[src/hrpf_pkg.sv]
package hrpf_pkg;
    localparam int MedianDepthDefault = 5;
    localparam int NumRegs = 8;
    localparam int AddrWidth = 5;

    localparam logic [2:0] RegEnabled   = 3'd0;
    localparam logic [2:0] RegInterval  = 3'd1;
    localparam logic [2:0] RegWindow    = 3'd2;
    localparam logic [2:0] RegMinSamp   = 3'd3;
    localparam logic [2:0] RegStepLimit = 3'd4;
    localparam logic [2:0] RegLostLimit = 3'd5;
    localparam logic [2:0] RegValidMin  = 3'd6;
    localparam logic [2:0] RegValidMax  = 3'd7;
endpackage

[src/heart_rate_post_filter.sv]
// Heart-rate post filter. Each request on the slave stream is one handler call
// (tdata: tick[31:0], raw_invalid[32], rate_estimate[48:33]); each yields one
// result (tdata: shown_rate[7:0], rate_present[8]). Calls that are skipped, invalid
// or leave the averaging window open, or close it with too few samples, offer their
// result in the cycle after the accept cycle. A call that closes the window with
// enough samples runs a restoring divider, one quotient bit per cycle, loads the
// ring, then sorts it as an exchange sort over all pairs with one shared comparator,
// one compare/swap per cycle, and applies the step limit. The result is held until
// the master side takes it. The block is not ready during that work or while the
// result is offered. Writing the enable register clears all kept state.
module heart_rate_post_filter #(
    parameter int MEDIAN_DEPTH = hrpf_pkg::MedianDepthDefault
) (
    input  logic                          i_clk,
    input  logic                          i_rst_n,
    input  logic                          i_psel,
    input  logic                          i_penable,
    input  logic                          i_pwrite,
    input  logic [hrpf_pkg::AddrWidth-1:0] i_paddr,
    input  logic [31:0]                   i_pwdata,
    output logic [31:0]                   o_prdata,
    output logic                          o_pready,
    input  logic                          i_s_tvalid,
    output logic                          o_s_tready,
    input  logic [55:0]                   i_s_tdata,  // tick, raw_invalid, rate_estimate
    output logic                          o_m_tvalid,
    input  logic                          i_m_tready,
    output logic [15:0]                   o_m_tdata   // shown_rate, rate_present
);
    import hrpf_pkg::*;

    localparam int IW = $clog2(MEDIAN_DEPTH + 1);

    typedef enum logic [2:0] {
        S_IDLE, S_DIV, S_MED, S_SORT, S_FIN, S_OUT
    } t_state;

    t_state r_state;

    logic        r_enabled;
    logic [15:0] r_interval, r_window, r_minsamp;
    logic [7:0]  r_step, r_lost, r_vmin, r_vmax;

    logic [7:0]  r_last_rate, r_invalid_run;
    logic [31:0] r_last_time, r_win_start;
    logic [23:0] r_win_sum;
    logic [15:0] r_win_cnt;
    logic [7:0]  r_win_low, r_win_high;
    logic [7:0]  r_ring [MEDIAN_DEPTH];
    logic [7:0]  r_sort [MEDIAN_DEPTH];
    logic [IW-1:0] r_fill, r_pos, r_i, r_j;

    logic [23:0] r_num, r_quo;
    logic [24:0] r_rem;
    logic [15:0] r_den;
    logic [4:0]  r_bit;
    logic [7:0]  r_hr;

    // input decode
    logic [31:0] in_now;
    logic        in_bad;
    logic [15:0] in_est;
    assign in_now = i_s_tdata[31:0];
    assign in_bad = i_s_tdata[32];
    assign in_est = i_s_tdata[48:33];

    logic cfg_wr;
    logic [2:0] cfg_idx;
    assign cfg_wr  = i_psel && i_penable && i_pwrite;
    assign cfg_idx = i_paddr[4:2];
    assign o_pready = 1'b1;

    always_comb begin
        case (cfg_idx)
            RegEnabled:   o_prdata = {31'd0, r_enabled};
            RegInterval:  o_prdata = {16'd0, r_interval};
            RegWindow:    o_prdata = {16'd0, r_window};
            RegMinSamp:   o_prdata = {16'd0, r_minsamp};
            RegStepLimit: o_prdata = {24'd0, r_step};
            RegLostLimit: o_prdata = {24'd0, r_lost};
            RegValidMin:  o_prdata = {24'd0, r_vmin};
            RegValidMax:  o_prdata = {24'd0, r_vmax};
            default:      o_prdata = 32'd0;
        endcase
    end

    assign o_s_tready = (r_state == S_IDLE);
    assign o_m_tvalid = (r_state == S_OUT);
    assign o_m_tdata  = {7'd0, (r_last_rate != 8'd0), r_last_rate};

    // mean arithmetic on the window after adding the current sample
    logic [15:0] cnt_a;
    logic [23:0] sum_a;
    logic [7:0]  low_a, high_a, est8;
    logic [31:0] start_a;
    assign est8 = in_est[7:0];

    always_comb begin
        cnt_a = r_win_cnt;
        sum_a = r_win_sum;
        low_a = r_win_low;
        high_a = r_win_high;
        start_a = r_win_start;
        // full window ignores further samples until it closes
        if (r_win_cnt != 16'hFFFF) begin
            if (r_win_cnt == 16'd0) begin
                start_a = in_now; low_a = est8; high_a = est8;
            end else begin
                if (est8 < r_win_low) low_a = est8;
                if (est8 > r_win_high) high_a = est8;
            end
            sum_a = r_win_sum + {16'd0, est8};
            cnt_a = r_win_cnt + 16'd1;
        end
    end

    // divider step
    logic [24:0] rem_sh;
    assign rem_sh = {r_rem[23:0], r_num[23]};

    // sort compare
    logic [IW-1:0] n_fill_c;
    logic swap;
    assign swap = r_sort[r_i] > r_sort[r_j];

    logic [8:0] med_sum;
    logic [IW-1:0] half;
    assign half = r_fill >> 1;
    assign med_sum = {1'b0, r_sort[half - IW'(1)]} + {1'b0, r_sort[half]} + 9'd1;

    logic [8:0] up_lim;
    logic [7:0] lim_hr;
    always_comb begin
        up_lim = {1'b0, r_last_rate} + {1'b0, r_step};
        lim_hr = r_hr;
        if (r_last_rate != 8'd0) begin
            if (r_hr > r_last_rate) begin
                if (r_hr - r_last_rate > r_step) lim_hr = up_lim[7:0];
            end else if (r_last_rate - r_hr > r_step) begin
                lim_hr = r_last_rate - r_step;
            end
        end
    end
    assign n_fill_c = (r_fill < IW'(MEDIAN_DEPTH)) ? r_fill + IW'(1) : r_fill;

    always_ff @(posedge i_clk) begin
        if (!i_rst_n) begin
            r_state <= S_IDLE;
            r_enabled <= 1'b0; r_interval <= 16'd40; r_window <= 16'd5000;
            r_minsamp <= 16'd3; r_step <= 8'd10; r_lost <= 8'd5;
            r_vmin <= 8'd40; r_vmax <= 8'd200;
            r_last_rate <= '0; r_invalid_run <= '0; r_last_time <= '0;
            r_win_start <= '0; r_win_sum <= '0; r_win_cnt <= '0;
            r_win_low <= '0; r_win_high <= '0;
            r_fill <= '0; r_pos <= '0;
            for (int k = 0; k < MEDIAN_DEPTH; k++) r_ring[k] <= '0;
        end else begin
            if (cfg_wr) begin
                case (cfg_idx)
                    RegEnabled: begin
                        r_enabled <= i_pwdata[0];
                        r_last_rate <= '0; r_invalid_run <= '0; r_last_time <= '0;
                        r_win_start <= '0; r_win_sum <= '0; r_win_cnt <= '0;
                        r_win_low <= '0; r_win_high <= '0;
                        r_fill <= '0; r_pos <= '0;
                        for (int k = 0; k < MEDIAN_DEPTH; k++) r_ring[k] <= '0;
                    end
                    RegInterval:  r_interval <= i_pwdata[15:0];
                    RegWindow:    r_window <= i_pwdata[15:0];
                    RegMinSamp:   r_minsamp <= i_pwdata[15:0];
                    RegStepLimit: r_step <= i_pwdata[7:0];
                    RegLostLimit: r_lost <= i_pwdata[7:0];
                    RegValidMin:  r_vmin <= i_pwdata[7:0];
                    RegValidMax:  r_vmax <= i_pwdata[7:0];
                    default: ;
                endcase
            end
            case (r_state)
                S_IDLE: begin
                    if (i_s_tvalid) begin
                        r_state <= S_OUT;
                        if (r_enabled && !(r_last_time != 32'd0 &&
                                (in_now - r_last_time) < {16'd0, r_interval})) begin
                            r_last_time <= in_now;
                            if (in_bad || (!(in_est >= {8'd0, r_vmin} &&
                                    in_est <= {8'd0, r_vmax}) && r_last_rate != 8'd0)) begin
                                if (r_invalid_run != 8'hFF && r_invalid_run + 8'd1 >= r_lost ||
                                    r_invalid_run == 8'hFF && r_invalid_run >= r_lost) begin
                                    r_last_rate <= '0;
                                    r_win_start <= '0; r_win_sum <= '0; r_win_cnt <= '0;
                                    r_win_low <= '0; r_win_high <= '0;
                                    r_fill <= '0; r_pos <= '0;
                                    for (int k = 0; k < MEDIAN_DEPTH; k++) r_ring[k] <= '0;
                                end
                                if (r_invalid_run != 8'hFF)
                                    r_invalid_run <= r_invalid_run + 8'd1;
                            end else if (in_est >= {8'd0, r_vmin} &&
                                         in_est <= {8'd0, r_vmax}) begin
                                r_invalid_run <= '0;
                                r_win_start <= start_a; r_win_sum <= sum_a;
                                r_win_cnt <= cnt_a; r_win_low <= low_a; r_win_high <= high_a;
                                if ((in_now - start_a) >= {16'd0, r_window}) begin
                                    if (cnt_a < r_minsamp) begin
                                        r_win_start <= '0; r_win_sum <= '0; r_win_cnt <= '0;
                                        r_win_low <= '0; r_win_high <= '0;
                                    end else begin
                                        r_win_start <= '0; r_win_sum <= '0; r_win_cnt <= '0;
                                        r_win_low <= '0; r_win_high <= '0;
                                        if (cnt_a > 16'd2) begin
                                            r_num <= sum_a - {16'd0, low_a} - {16'd0, high_a}
                                                     + {8'd0, (cnt_a - 16'd2) >> 1};
                                            r_den <= cnt_a - 16'd2;
                                        end else begin
                                            r_num <= sum_a + {8'd0, cnt_a >> 1};
                                            r_den <= cnt_a;
                                        end
                                        r_rem <= '0; r_quo <= '0; r_bit <= 5'd0;
                                        r_state <= S_DIV;
                                    end
                                end
                            end
                        end
                    end
                end
                S_DIV: begin
                    if (rem_sh >= {9'd0, r_den}) begin
                        r_rem <= rem_sh - {9'd0, r_den};
                        r_quo <= {r_quo[22:0], 1'b1};
                    end else begin
                        r_rem <= rem_sh;
                        r_quo <= {r_quo[22:0], 1'b0};
                    end
                    r_num <= {r_num[22:0], 1'b0};
                    r_bit <= r_bit + 5'd1;
                    if (r_bit == 5'd23) r_state <= S_MED;
                end
                S_MED: begin
                    r_ring[r_pos] <= r_quo[7:0];
                    r_pos <= (r_pos == IW'(MEDIAN_DEPTH - 1)) ? '0 : r_pos + IW'(1);
                    r_fill <= n_fill_c;
                    for (int k = 0; k < MEDIAN_DEPTH; k++)
                        r_sort[k] <= (IW'(k) == r_pos) ? r_quo[7:0] : r_ring[k];
                    r_i <= '0; r_j <= IW'(1);
                    r_state <= S_SORT;
                end
                S_SORT: begin
                    if (r_i + IW'(1) >= r_fill) begin
                        r_hr <= r_fill[0] ? r_sort[half] : med_sum[8:1];
                        r_state <= S_FIN;
                    end else begin
                        if (swap) begin
                            r_sort[r_i] <= r_sort[r_j];
                            r_sort[r_j] <= r_sort[r_i];
                        end
                        if (r_j + IW'(1) >= r_fill) begin
                            r_i <= r_i + IW'(1);
                            r_j <= r_i + IW'(2);
                        end else begin
                            r_j <= r_j + IW'(1);
                        end
                    end
                end
                S_FIN: begin
                    r_last_rate <= lim_hr;
                    r_invalid_run <= '0;
                    r_state <= S_OUT;
                end
                S_OUT: begin
                    if (i_m_tready) r_state <= S_IDLE;
                end
                default: r_state <= S_IDLE;
            endcase
        end
    end

    logic unused;
    assign unused = ^{i_s_tdata[55:49], i_paddr[1:0]};

    a_ready_idle: assert property (@(posedge i_clk) disable iff (!i_rst_n)
        o_s_tready |-> !o_m_tvalid) else $error("ready while result pending");
    a_div_len: assert property (@(posedge i_clk) disable iff (!i_rst_n)
        (r_state == S_DIV && r_bit == 5'd23) |=> r_state == S_MED)
        else $error("divider did not finish");
    a_fill: assert property (@(posedge i_clk) disable iff (!i_rst_n)
        r_fill <= IW'(MEDIAN_DEPTH)) else $error("median fill overflow");
    a_present: assert property (@(posedge i_clk) disable iff (!i_rst_n)
        o_m_tvalid |-> (o_m_tdata[8] == (o_m_tdata[7:0] != 8'd0)))
        else $error("present flag mismatch");
endmodule
[config.mk]
export PLATFORM = sky130hd
export DESIGN_NAME = heart_rate_post_filter
export DESIGN_NICKNAME = d
export VERILOG_FILES = /design/src/hrpf_pkg.sv /design/src/heart_rate_post_filter.sv
export SDC_FILE = /design/constraint.sdc
export NUM_CORES = 2
export LEC_CHECK = 0
export ABC_AREA = 1
export ABC_CLOCK_PERIOD_IN_PS = 7700
export BUFFER_PORTS_ARGS = -buffer_cell sky130_fd_sc_hd__buf_2
export CAP_MARGIN = 30
export CELL_PAD_IN_SITES_DETAIL_PLACEMENT = 2
export CELL_PAD_IN_SITES_GLOBAL_PLACEMENT = 2
export CORE_MARGIN = 1.5
export CORE_UTILIZATION = 33
export CTS_BUF_LIST = sky130_fd_sc_hd__clkbuf_4 sky130_fd_sc_hd__clkbuf_8
export DETAILED_ROUTE_END_ITERATION = 6
export GPL_TIMING_DRIVEN = 0
export PLACE_DENSITY = 0.77
export SLEW_MARGIN = 0
export SYNTH_ARGS = -nofsm -noshare
export SYNTH_HDL_FRONTEND = slang
export SYNTH_SLANG_ARGS = --single-unit
[constraint.sdc]
create_clock -name i_clk -period 7.7 [get_ports i_clk]
set_clock_uncertainty 0.1 [all_clocks]
set_input_delay 1.155 -clock i_clk [delete_from_list [all_inputs] [get_ports i_clk]]
set_output_delay 1.155 -clock i_clk [all_outputs]
set_load 0.02 [all_outputs]
# Word level (Yosys, flattened, before mapping)

Memory sizes are Yosys's and may differ from the RTL's. A register that Yosys moved wholly into a read port is not among the register bits.
Cells that the tools add are included.

Register bits: 317
Memory bits (writable): 80
Bits of input ports: 100
Output and inout port bits: 51
Logic and storage cells: 342
Memories kept: 2

Add/sub/neg operators: 24
Order comparisons: 18
Eq/ne operators: 33
Mux-type cells: 190
Bitwise operators: 12
Reductions and logical operators: 36

Memory list:

| memory | depth | width | read ports | clocked after Yosys merged registers in | write ports | line                         | text |
|---|---|---|---|---|---|---|---|
| r_ring | 5     | 8     | 5          | 0                                       | 6           | heart_rate_post_filter.sv:49 | `logic [7:0] r_ring [MEDIAN_DEPTH];` |
| r_sort | 5     | 8     | 4          | 3                                       | 5           | heart_rate_post_filter.sv:50 | `logic [7:0] r_sort [MEDIAN_DEPTH];` |

Operators with widths:

| cell                                         | number |
|---|---|
| 2-to-1 mux 24 bit                            | 24 |
| 2-to-1 mux 8 bit                             | 65 |
| 2-to-1 mux 32 bit                            | 16 |
| one-hot mux 32 bit (8 select lines)          | 1 |
| 2-to-1 mux 16 bit                            | 11 |
| 2-to-1 mux 3 bit                             | 33 |
| one-hot mux 24 bit (2 select lines)          | 2 |
| subtractor 32 bit                            | 2 |
| adder 24 x 15 -> 24 bit                      | 2 |
| one-hot mux 8 bit (2 select lines)           | 3 |
| subtractor 24 x 8 -> 24 bit                  | 2 |
| > comparator 8 bit                           | 5 |
| greater-or-equal comparator 32 x 16 -> 1 bit | 1 |
| < comparator 32 x 16 -> 1 bit                | 1 |
| nonzero test 32 bit                          | 1 |
| 2-to-1 mux 5 bit                             | 6 |
| greater-or-equal comparator 25 x 16 -> 1 bit | 1 |
| adder 24 x 8 -> 24 bit                       | 1 |
| one-hot mux 3 bit (2 select lines)           | 4 |
| subtractor 24 x 16 -> 24 bit                 | 1 |
| subtractor 8 bit                             | 3 |
| 2-to-1 mux 1 bit                             | 23 |
| equality test 3 bit, second input constant   | 7 |
| one-hot mux 3 bit (6 select lines)           | 1 |
| other kinds (44)                             | 97 |

# Longest topological paths before layout

Depth in word-level cells: 15
Gate-level depth with buffers: 37
Depth with buffers taken out: 34

# Worst setup path before layout

OpenSTA, ideal clock, no wires.

Path type: register -> register
Start: register r_win_cnt[0]
End: register r_bit[0] (enable)
Setup time: 500 ps
Arrival time: 6829 ps
Required time: 7100 ps
Path slack: 271 ps
Cell stages (with the launch flop): 32
Buffers on the path: 3
Clock period less this slack: 7429 ps
Cells stage by stage: dfxtp_1 -> inv_1 -> ha_1 -> nand2_1 -> nor2_2 -> nand2_2 -> buf_6 -> clkbuf_1 -> clkbuf_1 -> nand2_1 -> o21ai_0 -> ha_1 -> a21oi_1 -> inv_1 -> a21oi_1 -> nor2_1 -> nor2_1 -> nand2_2 -> xor2_1 -> ha_1 -> nand2_1 -> a21oi_1 -> a211oi_1 -> inv_1 -> nor2_1 -> nand3_1 -> nor2_1 -> nand3_2 -> nor2_8 -> nand2_4 -> nand4_1 -> a21oi_1

Word-level cells in the longest chain between the ends: 7
Elaborated cells on any way between the ends: 12

RTL lines:

| item                                         | line                          | text |
|---|---|---|
| start: declaration                           | heart_rate_post_filter.sv:47  | `logic [15:0] r_win_cnt;` |
| start signal: assignment                     | heart_rate_post_filter.sv:201 | `r_win_cnt <= cnt_a; r_win_low <= low_a; r_win_high <= high_a;` |
| zero test 16 bit                             | heart_rate_post_filter.sv:106 | `if (r_win_cnt == 16'd0) begin` |
| 2-to-1 mux 32 bit                            | heart_rate_post_filter.sv:106 |  |
| 2-to-1 mux 32 bit                            | heart_rate_post_filter.sv:105 | `if (r_win_cnt != 16'hFFFF) begin` |
| subtractor 32 bit                            | heart_rate_post_filter.sv:202 | `if ((in_now - start_a) >= {16'd0, r_window}) begin` |
| greater-or-equal comparator 32 x 16 -> 1 bit | heart_rate_post_filter.sv:202 |  |
| != test 2 x 1 -> 1 bit (no source line)      | --                            |  |
| AND reduction 8 bit (no source line) *       | --                            |  |
| end signal: assignment                       | heart_rate_post_filter.sv:234 | `r_bit <= r_bit + 5'd1;` |
| end: declaration                             | heart_rate_post_filter.sv:56  | `logic [4:0] r_bit;` |

Mark *: on every way between the ends. The rest lies on a longest branch, timed or not.
A chain may end at the register's enable or synchronous reset.

# Final worst setup path

Start: register r_win_cnt[0]
End: register r_rem[4] (enable)

Word-level cells in the longest chain between the ends: 7
Elaborated cells on any way between the ends: 12

RTL lines:

| item                                         | line                          | text |
|---|---|---|
| zero test 16 bit                             | heart_rate_post_filter.sv:106 |  |
| 2-to-1 mux 32 bit                            | heart_rate_post_filter.sv:106 |  |
| 2-to-1 mux 32 bit                            | heart_rate_post_filter.sv:105 |  |
| subtractor 32 bit                            | heart_rate_post_filter.sv:202 |  |
| greater-or-equal comparator 32 x 16 -> 1 bit | heart_rate_post_filter.sv:202 |  |
| != test 2 x 1 -> 1 bit (no source line)      | --                            |  |
| AND reduction 8 bit (no source line) *       | --                            |  |
| end signal: assignment                       | heart_rate_post_filter.sv:227 | `r_rem <= rem_sh - {9'd0, r_den};` |
| end signal: assignment                       | heart_rate_post_filter.sv:230 | `r_rem <= rem_sh;` |
| end: declaration                             | heart_rate_post_filter.sv:54  | `logic [24:0] r_rem;` |

Marks and branches as above.

==> reports/results.tsv <==
metric	value	unit
post-placement cell count	7275	
register area share after synthesis	27.8	%
critical path class	flip-flop to flip-flop	
Core Rows	124	
Iteration-0 DRC Markers	2210	
critical path data arrival time	7510	ps
initial antenna violation count	8	
Leakage	18.7	nW
CP Max Fanout	26	
Setup crit start	r_win_cnt[0]	
worst hold start	r_last_time[19]	
crit path max-delay cell type	dfxtp_1	
Non-Filler Instances	7450	
largest net degree at the start of global routing	27	
final net count	6292	
vias per cell	5.50	
drt first pass iters	6	
Hold Path Stages	2	
Worst R2R Start	r_win_cnt[0]	
die area	0.117	mm²
Async S/R FF share, synth	0	%
height of the die	342	µm
Slew headroom	25.3	%
crit-path most repeated cell	nor2_1	
worst reg2reg path depth	32	
Initial Utilization	33.2	%
VDD IR max	0.000126	V
Clk Tree Root Cell	clkbuf_8	
Hold Path Class	flip-flop to flip-flop	
Fin. Hold Viols	0	
Final Max Slew Viols	0	
synthesized area	0.0379	mm²
Num CTS Buffers	91	
Placer Congestion	0.939	
#FFs+latches synth	429	
Post-synth top cells	1,032 x nand2_1, 779 x inv_1, 633 x a21oi_1	
syn avg cell area	6.73	µm²
routed wire length	180000	µm
worst-margin pin slew	1110	ps
Post-synth EDFFs	195	
crit end category	flip-flop	
placed wire-length estimate	145000	µm
worst-case hold path end point	r_last_time[19]	
I/O pin count	151	
share of the synthesized area in the top cell type	15.5	%
chip width	342	µm
crit share post-route	92.4	%
Main synth FF type	dfxtp_1	
first-pass GRT wire length	270000	µm
vias in the first global route	43800	
library cells used by synthesis	64	
yosys warns	0	
Cell Pwr Density	233	mW/mm²
core area	0.114	mm²
CTS Hold Bufs	0	
unrepaired setup endpoints after global routing	no	
FF-to-FF End	r_rem[4]	
fmax	0.141	GHz
Max-cap violations	0	
CTS Sinks	429	
crit path launch type	flip-flop	
final worst path period need	7110	ps
status	complete, no violations	
DRC	0	
top cells by area, synth	edfxtp_1 15%, dfxtp_1 12%, ha_1 10%	
htree depth	3	
count of final setup violators	0	
Pwr Total	9.92	mW
share of layout cells above drive strength 1	7.88	%
DR WL/cell	24.1	µm
Required @ worst endpoint	8100	ps
clock slew at reported path FFs	60	ps
via count	41000	
Total GRT Usage	30.3	%
Post-DRT Antenna Nets	0	
Clock Tree Buf Depth	3	
top-count cell post-synth	nand2_1	
max incr delay on CP	490	ps
post-synth top area cell	edfxtp_1	
I/O Buffers	100	
clock latency on the worst-skew pair	770	ps
GRT overflow	0	
R2R Setup Slk	590	ps
Layout area overhead	12.5	%
cells after synthesis	5627	
TritonCTS clock tree	built	
## what timing repair did
| action | in CTS | in global routing |
|---|---|---|
| buffers inserted | 0 | 0 |
| pin swaps | 0 | 0 |
| resized for setup | 2 | 4 |
| setup endpoints to repair | 20 | 45 |
## metrics by stage
step	util, %	area [µm²]	hold slack [ps]	TNS (ps)	worst slack, ps
2_1_floorplan	-	37900	348	0	271
4_1_cts	37.3	42600	394	0	11.2
5_1_grt	37.3	42600	431	0	240
3_5_place_dp	35.5	40500	384	-3340	-169
6_report	37.3	42600	392	0	587
3_3_place_gp	35.4	40300	374	-224100	-3520
## registers in the layout, summed over array words and instances (netlist names), 16 cells and up, named ones only
register / flops
r_sort: 64
r_ring: 40
r_last_time: 32
r_win_start: 32
r_num: 24
r_rem: 24
r_win_sum: 24
r_den: 16
r_interval: 16
r_minsamp: 16
r_win_cnt: 16
r_window: 16
## worst max-delay path: cells and delay by family, from the launching register on
kind                       cells  cell delay [ps]
AOI/OAI and AO/OA              6             1120
adders and majority gates      3              970
and+or+nand+nor               15             2500
xor gates and xnor gates       1              410
DFF                            1              490
buffers and inverters          7             1190
## cell usage in the layout, fill, tap and decap left out, drive strengths merged, types with 15 or more instances in the layout
cell | netlist | routed
o21ai | 650 | 650
clkinv | 9 | 26
o22ai | 32 | 32
nor3 | 57 | 57
nor4 | 15 | 15
conb | 2 | 24
dfxtp | 234 | 234
xnor2 | 33 | 33
buf | 69 | 183
nand3 | 340 | 340
a21oi | 635 | 635
nand2 | 1080 | 1080
a31oi | 18 | 18
inv | 787 | 791
nor2 | 540 | 540
edfxtp | 195 | 195
ha | 311 | 311
o211ai | 60 | 60
or2 | 24 | 24
o21a | 44 | 44
xor2 | 122 | 122
a211oi | 24 | 24
nand4 | 49 | 49
clkbuf | 188 | 330
fa | 26 | 26
## cell type report
class	instances	area, µm²
Inverter	796	2990
Clock buffer	143	1790
Fill cell	13900	71500
Sequential cell	429	10500
Timing Repair Buffer	114	639
Antenna cell	8	20.0
Multi-Input combinational cell	4167	23300
Buffer	256	1190
Clock inverter	25	236
Tap cell	1512	1890
## logic make-up (layout without fill, tap and decap cells)
group / Yosys count / count (layout) / share of synthesized area, %
and+or+nand+nor: 2115 / 2115 / 23.9
AOI/OAI and AO/OA: 1535 / 1535 / 21.9
buffers and inverters: 1053 / 1334 / 11.0
DFF: 429 / 429 / 27.8
adders and majority gates: 337 / 337 / 11.7
xor gates and xnor gates: 155 / 155 / 3.61
other: 2 / 32 / 0.0198
muxes: 1 / 1 / 0.0297
## how the worst max path moves through the flow
stage | cells past startpoint | end
CTS | 32 | r_rem[4]
global placement | 31 | r_rem[9]
detailed placement | 33 | r_rem[4]
finish | 32 | r_rem[4]
floorplan | 31 | r_bit[0]
global route | 31 | r_num[22]
## layer usage
layer,up-vias,global-route usage (%),wire length [µm]
li1,19200,-,-
met1,20400,36.7,75900
met2,970,52.4,86300
met3,382,3.51,7430
met4,4,16.0,10000
met5,-,0,26
## power breakdown
group / switching (mW) / leakage [nW] / internal, mW
sequential: 0.122 / 3.72 / 2.57
clock: 1.23 / 1.08 / 1.59
combinational: 3.13 / 13.9 / 1.28
(Power assumes the default switching activity.)
